## src/hdl/byte_code_cpu_step_unit_defines.svh

```systemverilog
// assertion macros for the byte code cpu step unit
// used by the rtl files that carry concurrent checks; needs clk_i and rst_ni in scope
`ifndef BYTE_CODE_CPU_STEP_UNIT_DEFINES_SVH
`define BYTE_CODE_CPU_STEP_UNIT_DEFINES_SVH
`ifndef NO_ASSERTIONS
`define BCCS_ASSERT(lbl, prop, msg) \
  lbl: assert property (@(posedge clk_i) disable iff (!rst_ni) prop) else $error(msg);
`define BCCS_ASSERT_ALWAYS(lbl, prop, msg) \
  lbl: assert property (@(posedge clk_i) prop) else $error(msg);
`else
`define BCCS_ASSERT(lbl, prop, msg)
`define BCCS_ASSERT_ALWAYS(lbl, prop, msg)
`endif
`endif

```

## src/hdl/bccs_pkg.sv

```systemverilog
// shared types, opcodes and status codes of the byte code cpu step unit
// no dependencies; imported by the alu and the top level
`default_nettype none
package bccs_pkg;

  localparam logic [7:0] OP_NOP   = 8'd0;
  localparam logic [7:0] OP_MOV   = 8'd1;
  localparam logic [7:0] OP_INC   = 8'd2;
  localparam logic [7:0] OP_DEC   = 8'd3;
  localparam logic [7:0] OP_JMP   = 8'd4;
  localparam logic [7:0] OP_CALL  = 8'd5;
  localparam logic [7:0] OP_ADD   = 8'd6;
  localparam logic [7:0] OP_SUB   = 8'd7;
  localparam logic [7:0] OP_PUSH  = 8'd8;
  localparam logic [7:0] OP_POP   = 8'd9;
  localparam logic [7:0] OP_PRT   = 8'd10;
  localparam logic [7:0] OP_STOP  = 8'd11;
  localparam logic [7:0] OP_MOVM  = 8'd12;
  localparam logic [7:0] OP_CMP   = 8'd13;
  localparam logic [7:0] OP_JEQ   = 8'd14;
  localparam logic [7:0] OP_MOVR  = 8'd15;
  localparam logic [7:0] OP_MOVMR = 8'd16;

  localparam logic [2:0] ST_RUN   = 3'd0;
  localparam logic [2:0] ST_STOP  = 3'd1;
  localparam logic [2:0] ST_IPOOB = 3'd2;
  localparam logic [2:0] ST_BADOP = 3'd3;
  localparam logic [2:0] ST_ABORT = 3'd4;

  localparam logic [2:0] FL_EQ = 3'd1;
  localparam logic [2:0] FL_LT = 3'd2;
  localparam logic [2:0] FL_GT = 3'd4;

  localparam logic [1:0] MODE_LOAD = 2'd0;
  localparam logic [1:0] MODE_EXEC = 2'd1;
  localparam logic [1:0] MODE_RDB  = 2'd2;
  localparam logic [1:0] MODE_RDR  = 2'd3;

  typedef struct packed {
    logic [31:0] a;
    logic [31:0] b;
    logic        sub;
  } alu_req_t;

  typedef struct packed {
    logic [32:0] sum;
    logic        eq;
    logic        gt;
  } alu_res_t;

  function automatic logic [2:0] op_len(input logic [7:0] op);
    logic [2:0] l;
    case (op)
      OP_MOV, OP_MOVM:                          l = 3'd6;
      OP_JMP, OP_PUSH, OP_JEQ:                  l = 3'd5;
      OP_ADD, OP_SUB, OP_CMP, OP_MOVR, OP_MOVMR: l = 3'd3;
      OP_INC, OP_DEC, OP_POP, OP_PRT:           l = 3'd2;
      default:                                  l = 3'd1;
    endcase
    return l;
  endfunction

endpackage
`default_nettype wire

```

## src/hdl/bccs_alu.sv

```systemverilog
// shared 32-bit add, subtract and unsigned compare unit
// depends on bccs_pkg for the request and result structs
`default_nettype none
module bccs_alu (
  input  bccs_pkg::alu_req_t req_i,
  output bccs_pkg::alu_res_t res_o
);
  import bccs_pkg::*;

  always_comb begin
    if (req_i.sub) begin
      res_o.sum = {1'b0, req_i.a} - {1'b0, req_i.b};
    end else begin
      res_o.sum = {1'b0, req_i.a} + {1'b0, req_i.b};
    end
    res_o.eq = (req_i.a == req_i.b);
    res_o.gt = (req_i.a > req_i.b);
  end

endmodule
`default_nettype wire

```

## config.mk

```make
export PLATFORM = sky130hd
export DESIGN_NAME = bccs_alu
export DESIGN_NICKNAME = d
export VERILOG_FILES = /design/src/hdl/byte_code_cpu_step_unit_defines.svh /design/src/hdl/bccs_pkg.sv /design/src/hdl/bccs_alu.sv
export SDC_FILE = /design/constraint.sdc
export NUM_CORES = 1
export LEC_CHECK = 0
export BUFFER_PORTS_ARGS = -buffer_cell sky130_fd_sc_hd__buf_2
export CAP_MARGIN = 20
export CELL_PAD_IN_SITES_DETAIL_PLACEMENT = 1
export CELL_PAD_IN_SITES_GLOBAL_PLACEMENT = 2
export CORE_MARGIN = 2
export CORE_UTILIZATION = 30
export DETAILED_ROUTE_END_ITERATION = 10
export PLACE_DENSITY = 0.87
export SLEW_MARGIN = 5
export SYNTH_ARGS = -nofsm -noshare
export SYNTH_HDL_FRONTEND = slang
export SYNTH_SLANG_ARGS = --single-unit
```

## constraint.sdc

```tcl
create_clock -name vclk -period 4.7
set_clock_uncertainty 0.1 [all_clocks]
set_input_delay 0.94 -clock vclk [all_inputs]
set_output_delay 0.94 -clock vclk [all_outputs]
set_load 0.01 [all_outputs]
```

==> key figures, run 1 <==
Layout
  • Finished Cell Area: 4600 sq um
  • Seq Cell Count: 0
  • Clkbuf count: 0
  • FF+latch area: 0 sq um
  • # diodes: 0
  • Ratio of cells with drive above 1 in the final layout: 0.234
  • Non-filler instance count after layout: 843
  • Net count, final: 808
  • Area delta synth->final: 23.9%

Synth
  • YS warnings: 0
  • Syn Inst Count: 572
  • Mapped Area: 3710 sq um
  • Avg Cell Area, Syn: 6.49 sq um
  • Post-synth top area cell: ha_1
  • Register area share after synthesis: 0
  • Synth top area cells: ha_1 (22%), a21oi_1 (9.8%), inv_1 (6.4%), xnor2_1 (6.1%), nor2_1 (4.6%)
  • Unique masters post-synth: 64
  • Mapped Nets: 703
  • Share of Yosys cell area claimed by the top area cell type: 0.216

CTS
  • Postcts setup bufs: 0
  • Post-CTS Hold Buffers: 0

STA
  • Tightest Pin Transition: 0.710 ns
  • Slew HR: 0.520
  • Unrepaired setup endpoints after global routing: true
  • Tmin final: 4.60 ns
  • Final period util: 0.979
  • Fin. max-slew vios: 0
  • Finish-stage setup viols: 0
  • Setup_tns: 0 ns
  • F_max: 0.217 GHz
  • Final Hold Vio Count: 0
  • Final hold slack: 2.19 ns

Worst setup path
  • Critical path class: in -> out
  • Worst Path Max Fanout: 4
  • Cell Chain, Critical Path: buf_2 -> ha_1 -> fa_1 -> nor2b_1 -> o21ai_1 -> a31oi_2 -> a22oi_2 -> a21oi_1 -> and2_1 -> a221oi_2 -> xnor2_1 -> buf_2
  • Most frequent CP cell: buf_2
  • Critical Path Source Type: input port
  • Max incr delay on CP: 0.38 ns
  • Arr. time, crit path: 3.56 ns
  • Worst setup EP type: output port
  • Slowest-stage cell, CP: fa_1
  • CP required: 3.66 ns

Placement
  • Placed Cells: 843
  • Placer Congestion: 0.969
  • Port bufs: 100
  • Detailed placement HPWL: 12700 um
  • Cell area after placement: 4550 sq um

Detailed routing
  • 1st-iter DRT viols: 289
  • Routed wire length per instance: 17.6 um
  • DRT Pass-1 Iters: 5
  • Via count: 4683
  • DRC violations left: 0
  • Final wirelength: 14900 um
  • Via density per instance: 5.56
  • Routed Antenna Nets: 0

Run status
  • Outcome: finished clean

Flow run
  • Maxcap violations: 0

Die
  • Ports: 100
  • Initial core utilization: 0.308
  • Core Region: 12100 sq um
  • Die Wd: 115 um
  • Row count: 40
  • DIE HEIGHT: 115 um
  • Die area: 13300 sq um

Min path
  • HP Class: in -> out
  • HP Start: req_i[1]
  • Worst Hold Path Cells: 4
  • WHS Endpoint: res_o[2]

Global routing
  • Antenna violations before repair: 0
  • GRT overflow: 0
  • First-pass GRT wire length: 23700 um
  • Largest net degree at the start of global routing: 50
  • Number of global-route vias before repair: 4702
  • GRT Total Usage: 0.217

Pwr
  • PwrDens: 151 nW/um^2
  • Total Power: 0.696 mW
  • Pleak: 2.19 nW
  • Worst VDD drop: 0.0648 mV
## worst max-delay path, delay by kind of cell
kind	cells	cell delay [ns]
xor gates and xnor gates	1	0.18
adders and majority gates	2	0.60
buffers and inverters	2	0.28
and+or+nand+nor	2	0.40
AOI/OAI and AO/OA	5	1.14
## power breakdown
part / internal, mW / switching (mW) / total (mW)
clock: 0 / 0 / 0
combinational: 0.281 / 0.415 / 0.696
sequential: 0 / 0 / 0
total: 0.281 / 0.415 / 0.696
## per-layer routing
metal / GRT usage / vias to the layer above / wire, um
met4: 0.0169 / 0 / 136
met5: 0 / - / 0
met3: 0.0137 / 14 / 825
met1: 0.306 / 2228 / 6920
met2: 0.380 / 159 / 6990
li1: - / 2282 / -
## cells in the mapped netlist (all sizes together), types with 3 or more instances
cell / instances
a211oi: 4
a21o: 9
a21oi: 73
a221oi: 5
a31oi: 13
and2: 3
and3: 6
buf: 9
clkbuf: 23
ha: 64
inv: 64
mux2i: 5
nand2: 40
nand2b: 8
nand3: 4
nand3b: 3
nand4: 12
nor2: 46
nor2b: 13
nor3: 15
nor4: 10
o2111ai: 7
o211ai: 5
o21a: 4
o21ai: 30
o21bai: 10
o221ai: 4
o22ai: 3
o311ai: 4
o31ai: 10
o41ai: 3
or2: 4
or3: 3
xnor2: 26
xor2: 3
## cell type report
type                       instances  area [sq um]
fill                            1635          7460
inverter                          65           244
multi-input combinational        475          3380
tap                              168           210
timing repair buffer             135           763
## per-stage QoR
step / utilization / worst slack, ns
after global routing: 0.382 / -0.0191
final: 0.382 / 0.101
after detailed placement: 0.377 / -0.0505
after global placement: 0.377 / -0.0200
after CTS: 0.378 / 0.0235
after floorplan: - / 0.549
## layout by cell type (no fill, tap or decap), drive strengths merged, types with 4 or more instances in the layout
cell,count
and3,6
o211ai,5
o221ai,4
inv,64
nor3,15
ha,64
nor2b,13
a211oi,4
o21ai,30
o311ai,4
o2111ai,7
nand4,12
o21bai,10
o31ai,10
nand2,40
o21a,4
nand3,4
nand2b,8
nor2,46
xnor2,26
a31oi,13
a21oi,73
or2,4
nor4,10
a221oi,5
mux2i,5
buf,135
a21o,9
## worst max path at each step
| stage | endpoint | cells after the start | start | slack, ns |
|---|---|---|---|---|
| 2_1_floorplan | res_o[32] | 10 | req_i[14] | 0.55 |
| 3_3_place_gp | res_o[22] | 13 | req_i[11] | -0.02 |
| 3_5_place_dp | res_o[22] | 13 | req_i[11] | -0.05 |
| 4_1_cts | res_o[22] | 13 | req_i[11] | 0.02 |
| 5_1_grt | res_o[34] | 13 | req_i[11] | -0.02 |
| 6_report | res_o[30] | 12 | req_i[1] | 0.10 |
## cells by family (layout without fill, tap and decap cells)
group / Yosys count / after routing / share of synthesized area
adders and majority gates: 66 / 66 / 0.226
xor gates and xnor gates: 29 / 29 / 0.0684
buffers and inverters: 97 / 200 / 0.103
and+or+nand+nor: 173 / 173 / 0.233
muxes: 5 / 5 / 0.0135
AOI/OAI and AO/OA: 202 / 202 / 0.356
## timing repair
action                     in CTS  in global routing
pin swaps                       0                  3
resized for setup               2                  9
setup endpoints to repair       2                  6
(Power assumes the default switching activity.)
==> run 2, diff against run 1 <==
--- a/config.mk
+++ b/config.mk
@@ -7,12 +7,13 @@
 export LEC_CHECK = 0
 export BUFFER_PORTS_ARGS = -buffer_cell sky130_fd_sc_hd__buf_2
 export CAP_MARGIN = 20
-export CELL_PAD_IN_SITES_DETAIL_PLACEMENT = 1
-export CELL_PAD_IN_SITES_GLOBAL_PLACEMENT = 2
+export CELL_PAD_IN_SITES_DETAIL_PLACEMENT = 0
+export CELL_PAD_IN_SITES_GLOBAL_PLACEMENT = 1
 export CORE_MARGIN = 2
-export CORE_UTILIZATION = 30
+export CORE_UTILIZATION = 39
 export DETAILED_ROUTE_END_ITERATION = 10
-export PLACE_DENSITY = 0.87
+export MAX_ROUTING_LAYER = met4
+export PLACE_DENSITY = 0.86
 export SLEW_MARGIN = 5
 export SYNTH_ARGS = -nofsm -noshare
 export SYNTH_HDL_FRONTEND = slang
==> key figures, run 2 (same netlist as run 1, synthesis figures left out) <==
Placement
  • Place WS: -0.0779 ns (was -0.0505 ns)
  • Port bufs: 100 (unchanged)
  • Placer Congestion: 0.964 (was 0.969)
  • Placed Cells: 807 (was 843)
  • Detailed placement HPWL: 10500 um (was 12700 um)
  • Cell area after placement: 4520 sq um (was 4550 sq um)

Worst setup path
  • CP required: 3.66 ns (about the same)
  • Worst Path Max Fanout: 4 (unchanged)
  • Critical path class: in -> out (unchanged)
  • Critical Path Source Type: input port (unchanged)
  • Arr. time, crit path: 3.58 ns (was 3.56 ns)
  • Worst setup EP type: output port (unchanged)
  • Crit path from: req_i[1] (unchanged)

Run status
  • Outcome: finished clean (unchanged)

Pwr
  • Total Power: 0.678 mW (was 0.696 mW)
  • Sw power: 0.396 mW (was 0.415 mW)
  • Worst VDD drop: 0.0629 mV (was 0.0648 mV)
  • Seq pwr share: 0 (about the same)
  • Pleak: 2.20 nW (was 2.19 nW)
  • Part of the power in the clock network: 0 (about the same)
  • PwrDens: 148 nW/um^2 (was 151 nW/um^2)
  • Pint: 0.283 mW (was 0.281 mW)
  • Logic pwr share: 1.000 (about the same)
  • Sw frac: 0.583 (was 0.596)

Global routing
  • GRT overflow: 0 (unchanged)
  • Antenna violations before repair: 0 (unchanged)
  • First-pass GRT wire length: 20400 um (was 23700 um)
  • GRT Total Usage: 0.243 (was 0.217)
  • Number of global-route vias before repair: 4301 (was 4702)
  • Largest net degree at the start of global routing: 22 (was 50)

Detailed routing
  • Via density per instance: 5.77 (was 5.56)
  • DRC violations left: 0 (unchanged)
  • Final wirelength: 12700 um (was 14900 um)
  • DRT Pass-1 Iters: 5 (unchanged)
  • Via count: 4654 (was 4683)
  • Routed Antenna Nets: 0 (unchanged)
  • 1st-iter DRT viols: 239 (was 289)
  • Routed wire length per instance: 15.7 um (was 17.6 um)

STA
  • Unrepaired setup endpoints after global routing: true (unchanged)
  • Final period util: 0.983 (was 0.979)
  • Setup_tns: 0 ns (unchanged)
  • Final Hold Vio Count: 0 (unchanged)
  • Fin. max-slew vios: 0 (unchanged)
  • Tmin final: 4.62 ns (was 4.60 ns)
  • Slew HR: 0.593 (was 0.520)
  • Tightest Pin Transition: 0.605 ns (was 0.710 ns)
  • Finish-stage setup viols: 0 (unchanged)
  • F_max: 0.216 GHz (was 0.217 GHz)
  • Final Worst Setup Slack: 0.0802 ns (was 0.101 ns)
  • Final hold slack: 2.19 ns (about the same)

Min path
  • Worst Hold Path Cells: 4 (unchanged)
  • HP Class: in -> out (unchanged)
  • HP Start: req_i[1] (unchanged)
  • WHS Endpoint: res_o[2] (unchanged)

Flow run
  • Maxcap violations: 0 (unchanged)

Layout
  • # diodes: 0 (unchanged)
  • Non-filler instance count after layout: 807 (was 843)
  • Net count, final: 811 (was 808)
  • Clkbuf count: 0 (unchanged)
  • Area delta synth->final: 23.7% (was 23.9%)
  • Ratio of cells with drive above 1 in the final layout: 0.243 (was 0.234)
  • Seq Cell Count: 0 (unchanged)
  • Fin util: 0.497 (was 0.382)
  • Finished Cell Area: 4600 sq um (about the same)
  • FF+latch area: 0 sq um (unchanged)
  • Layout fillers: 991 (was 1635)
  • Most frequent cells in the layout: buf_2 (100), a21oi_1 (72), inv_1 (63) (was buf_2 (100), a21oi_1 (72), ha_1 (64))
  • Multi-input gate area: 3410 sq um (was 3380 sq um)
  • Commonest non-fill, non-tap cell in the layout: buf_2 (unchanged)

Die
  • Core Region: 9240 sq um (was 12100 sq um)
  • Row count: 35 (was 40)
  • DIE HEIGHT: 102 um (was 115 um)
  • Die Wd: 102 um (was 115 um)
  • Die area: 10300 sq um (was 13300 sq um)
  • Initial core utilization: 0.402 (was 0.308)
  • Ports: 100 (unchanged)

CTS
  • Post-CTS Hold Buffers: 0 (unchanged)
  • Postcts setup bufs: 0 (unchanged)
[run 2: cell types whose count changed in the layout (fill, tap and decap cells not counted), sizes merged]
cell	delta
buf	+3
[run 2: area by class of cell]
cell class	instances	share of cell area
timing repair buffer	138	0.171
inverter	65	0.0531
multi-input combinational	475	0.741
tap	129	0.0351
[run 2: worst max-delay path, stage by stage]
cell and delay [ns]:
buf_2 0.11, ha_1 0.21, fa_1 0.41, nor2b_2 0.18, o21ai_1 0.20, a31oi_2 0.16, a22oi_2 0.31, a21oi_1 0.19
and2_1 0.27, a221oi_2 0.29, xnor2_1 0.15, buf_2 0.15
[run 2: worst max-delay path by stage]
stage	to	slack, ns	cells after the start
CTS	res_o[32]	0.02	12
global placement	res_o[32]	0.02	13
finish	res_o[30]	0.08	12
floorplan	res_o[32]	0.55	10
detailed placement	res_o[29]	-0.08	12
global route	res_o[30]	-0.06	12
[run 2: layer usage]
| layer | wire, um | global-route usage | vias up |
|---|---|---|---|
| met4 | 169 | 0.0312 | 0 |
| met2 | 5890 | 0.396 | 167 |
| met5 | 0 | - | - |
| met1 | 6070 | 0.344 | 2172 |
| li1 | - | - | 2299 |
| met3 | 559 | 0.00483 | 16 |
[run 2: power by group through the flow]
stage | combinational [mW] | sequential (mW) | clock [mW]
after floorplan | 0.422 | 0 | 0
after global placement | 0.654 | 0 | 0
after detailed placement | 0.656 | 0 | 0
after CTS | 0.661 | 0 | 0
after global routing | 0.748 | 0 | 0
final | 0.678 | 0 | 0
[run 2: timing repair]
item                                    CTS  global route
endpoints found under the setup margin    2            10
resized for setup                         1            14
pin swaps                                 0             5
==> run 3, diff against run 2 <==
--- a/config.mk
+++ b/config.mk
@@ -5,12 +5,13 @@
 export SDC_FILE = /design/constraint.sdc
 export NUM_CORES = 1
 export LEC_CHECK = 0
+export ABC_AREA = 1
 export BUFFER_PORTS_ARGS = -buffer_cell sky130_fd_sc_hd__buf_2
 export CAP_MARGIN = 20
 export CELL_PAD_IN_SITES_DETAIL_PLACEMENT = 0
 export CELL_PAD_IN_SITES_GLOBAL_PLACEMENT = 1
 export CORE_MARGIN = 2
-export CORE_UTILIZATION = 39
+export CORE_UTILIZATION = 38
 export DETAILED_ROUTE_END_ITERATION = 10
 export MAX_ROUTING_LAYER = met4
 export PLACE_DENSITY = 0.86
==> key figures, run 3 <==
Run status
  • Outcome: finished clean (unchanged)

Synth
  • Mapped Area: 5300 sq um (was 3710 sq um)
  • Unique masters post-synth: 30 (was 64)
  • Mapped Nets: 1250 (was 703)
  • Synth cell count leaders: nand2_1 (451), inv_1 (217), nor2_1 (106) (was a21oi_1 (73), ha_1 (64), inv_1 (63))
  • Syn Inst Count: 1119 (was 572)
  • Post-synth top area cell: nand2_1 (was ha_1)
  • Avg Cell Area, Syn: 4.73 sq um (was 6.49 sq um)
  • Register area share after synthesis: 0 (unchanged)
  • YS warnings: 0 (unchanged)
  • Top-count cell post-synth: nand2_1 (was a21oi_1)
  • Synth top area cells: nand2_1 (32%), inv_1 (15%), ha_1 (15%), nor2_1 (7.5%), nand3_1 (7.0%) (was ha_1 (22%), a21oi_1 (9.8%), inv_1 (6.4%), xnor2_1 (6.1%), nor2_1 (4.6%))
  • Share of Yosys cell area claimed by the top area cell type: 0.320 (was 0.216)

Layout
  • Fin util: 0.429 (was 0.497)
  • Commonest non-fill, non-tap cell in the layout: nand2_1 (was buf_2)
  • FF+latch area: 0 sq um (unchanged)
  • Clkbuf count: 0 (unchanged)
  • Area delta synth->final: 11.6% (was 23.7%)
  • Layout fillers: 1688 (was 991)
  • Ratio of cells with drive above 1 in the final layout: 0.0997 (was 0.243)
  • # diodes: 0 (unchanged)
  • Most frequent cells in the layout: nand2_1 (451), inv_1 (217), nor2_1 (106) (was buf_2 (100), a21oi_1 (72), inv_1 (63))
  • Net count, final: 1327 (was 811)
  • Finished Cell Area: 5910 sq um (was 4600 sq um)
  • Seq Cell Count: 0 (unchanged)

Placement
  • Placer Congestion: 0.984 (was 0.964)
  • Cell area after placement: 5910 sq um (was 4520 sq um)
  • Detailed placement HPWL: 16900 um (was 10500 um)
  • Port bufs: 100 (unchanged)

Die
  • Die Wd: 122 um (was 102 um)
  • Initial core utilization: 0.385 (was 0.402)
  • Row count: 43 (was 35)
  • Die area: 14900 sq um (was 10300 sq um)
  • Core Region: 13800 sq um (was 9240 sq um)
  • DIE HEIGHT: 122 um (was 102 um)
  • Ports: 100 (unchanged)

STA
  • Tightest Pin Transition: 0.564 ns (was 0.605 ns)
  • Fin. max-slew vios: 0 (unchanged)
  • Final period util: 0.864 (was 0.983)
  • Finish-stage setup viols: 0 (unchanged)
  • Setup_tns: 0 ns (unchanged)
  • Final Hold Vio Count: 0 (unchanged)
  • Unrepaired setup endpoints after global routing: false (was true)
  • Slew HR: 0.624 (was 0.593)
  • Tmin final: 4.06 ns (was 4.62 ns)
  • F_max: 0.246 GHz (was 0.216 GHz)

Worst setup path
  • Arr. time, crit path: 3.02 ns (was 3.58 ns)
  • Max incr delay on CP: 0.49 ns (was 0.41 ns)
  • Most frequent CP cell: nand2_1 (was buf_2)
  • CP Capture Point: res_o[32] (was res_o[30])
  • Crit path from: req_i[1] (unchanged)
  • Worst Path Max Fanout: 3 (was 4)
  • Cell Chain, Critical Path: buf_2 -> ha_1 -> fa_1 -> nand2_1 -> nand2_1 -> nand3_1 -> nand2_1 -> nand2_1 -> nand3_1 -> nand2_1 -> nand2_1 -> nand2_1 -> nand2_1 -> nand2_1 -> nand2_1 -> buf_2 (was buf_2 -> ha_1 -> fa_1 -> nor2b_2 -> o21ai_1 -> a31oi_2 -> a22oi_2 -> a21oi_1 -> and2_1 -> a221oi_2 -> xnor2_1 -> buf_2)
  • CP required: 3.66 ns (about the same)
  • Critical Path Source Type: input port (unchanged)
  • Worst setup EP type: output port (unchanged)
  • Critical path class: in -> out (unchanged)
  • Slowest-stage cell, CP: fa_1 (unchanged)

Global routing
  • Antenna violations before repair: 0 (unchanged)
  • Number of global-route vias before repair: 6303 (was 4301)
  • GRT Total Usage: 0.268 (was 0.243)
  • First-pass GRT wire length: 30900 um (was 20400 um)
  • Largest net degree at the start of global routing: 49 (was 22)
  • GRT overflow: 0 (unchanged)

CTS
  • Cts repair resizes: 0 (was 1)
  • Post-CTS Hold Buffers: 0 (unchanged)
  • Postcts setup bufs: 0 (unchanged)

Detailed routing
  • DRC violations left: 0 (unchanged)
  • Via density per instance: 4.92 (was 5.77)
  • Routed wire length per instance: 14.1 um (was 15.7 um)
  • DRT Pass-1 Iters: 6 (was 5)
  • Routed Antenna Nets: 0 (unchanged)
  • 1st-iter DRT viols: 568 (was 239)
  • Final wirelength: 19400 um (was 12700 um)
  • Via count: 6764 (was 4654)

Pwr
  • Worst VDD drop: 0.0644 mV (was 0.0629 mV)
  • Pleak: 3.83 nW (was 2.20 nW)
  • Sw power: 0.524 mW (was 0.396 mW)
  • Seq pwr share: 0 (about the same)
  • Part of the power in the clock network: 0 (about the same)
  • Logic pwr share: 1.000 (about the same)
  • PwrDens: 133 nW/um^2 (was 148 nW/um^2)
  • Sw frac: 0.669 (was 0.583)
  • Total Power: 0.783 mW (was 0.678 mW)
  • Pint: 0.259 mW (was 0.283 mW)

Min path
  • HP Class: in -> out (unchanged)

Flow run
  • Maxcap violations: 0 (unchanged)
==> run 3: cell type report <==
| class | count | area [sq um] | share of cell area |
|---|---|---|---|
| Timing Repair Buffer | 105 | 538 | 0.0911 |
| Inverter | 227 | 852 | 0.144 |
| Tap cell | 180 | 225 | 0.0381 |
| Multi-Input combinational cell | 862 | 4290 | 0.727 |
==> run 3: layer usage <==
layer  vias up  share of wire  global-route usage
met5         -              0                   -
met4         0          0.020              0.0532
met3        26          0.063              0.0243
met2       208           0.44               0.434
met1      2987           0.48               0.364
li1       3543              -                   -
==> run 3: worst min path at each step <==
stage | startpoint | endpoint | slack [ns] | depth (start not counted)
after detailed placement | req_i[1] | res_o[2] | 2.18 | 4
after global routing | req_i[1] | res_o[2] | 2.19 | 4
after CTS | req_i[1] | res_o[2] | 2.17 | 4
after global placement | req_i[1] | res_o[2] | 2.17 | 4
final | req_i[1] | res_o[2] | 2.17 | 4
after floorplan | req_i[1] | res_o[2] | 1.95 | 2
==> run 3: cell families after synthesis <==
group,Yosys count,synth area share
AO/OA/AOI/OAI,92,0.0936
XOR/XNOR,20,0.0331
adder cells (fa/ha/maj),66,0.159
buffers and inverters,257,0.189
AND/OR/NAND/NOR,684,0.525
==> run 3: worst max-delay path, delay by kind of cell <==
kind,cells,cell delay (ns)
buf+inv,2,0.24
fa+ha+maj,2,0.71
simple gates,12,1.11
==> run 3: per-stage QoR <==
step | instances | hold slack [ns] | setup slack, ns
2_1_floorplan | 1119 | 1.95 | 1.31
3_3_place_gp | 1374 | 2.17 | 0.688
3_5_place_dp | 1374 | 2.18 | 0.673
4_1_cts | 1374 | 2.17 | 0.668
5_1_grt | 1374 | 2.19 | 0.489
6_report | 1374 | 2.17 | 0.641
==> run 3: power by group through the flow <==
stage,clock [mW],sequential [mW],combinational [mW]
floorplan,0,0,0.522
global placement,0,0,0.771
detailed placement,0,0,0.772
CTS,0,0,0.775
global route,0,0,0.879
finish,0,0,0.783
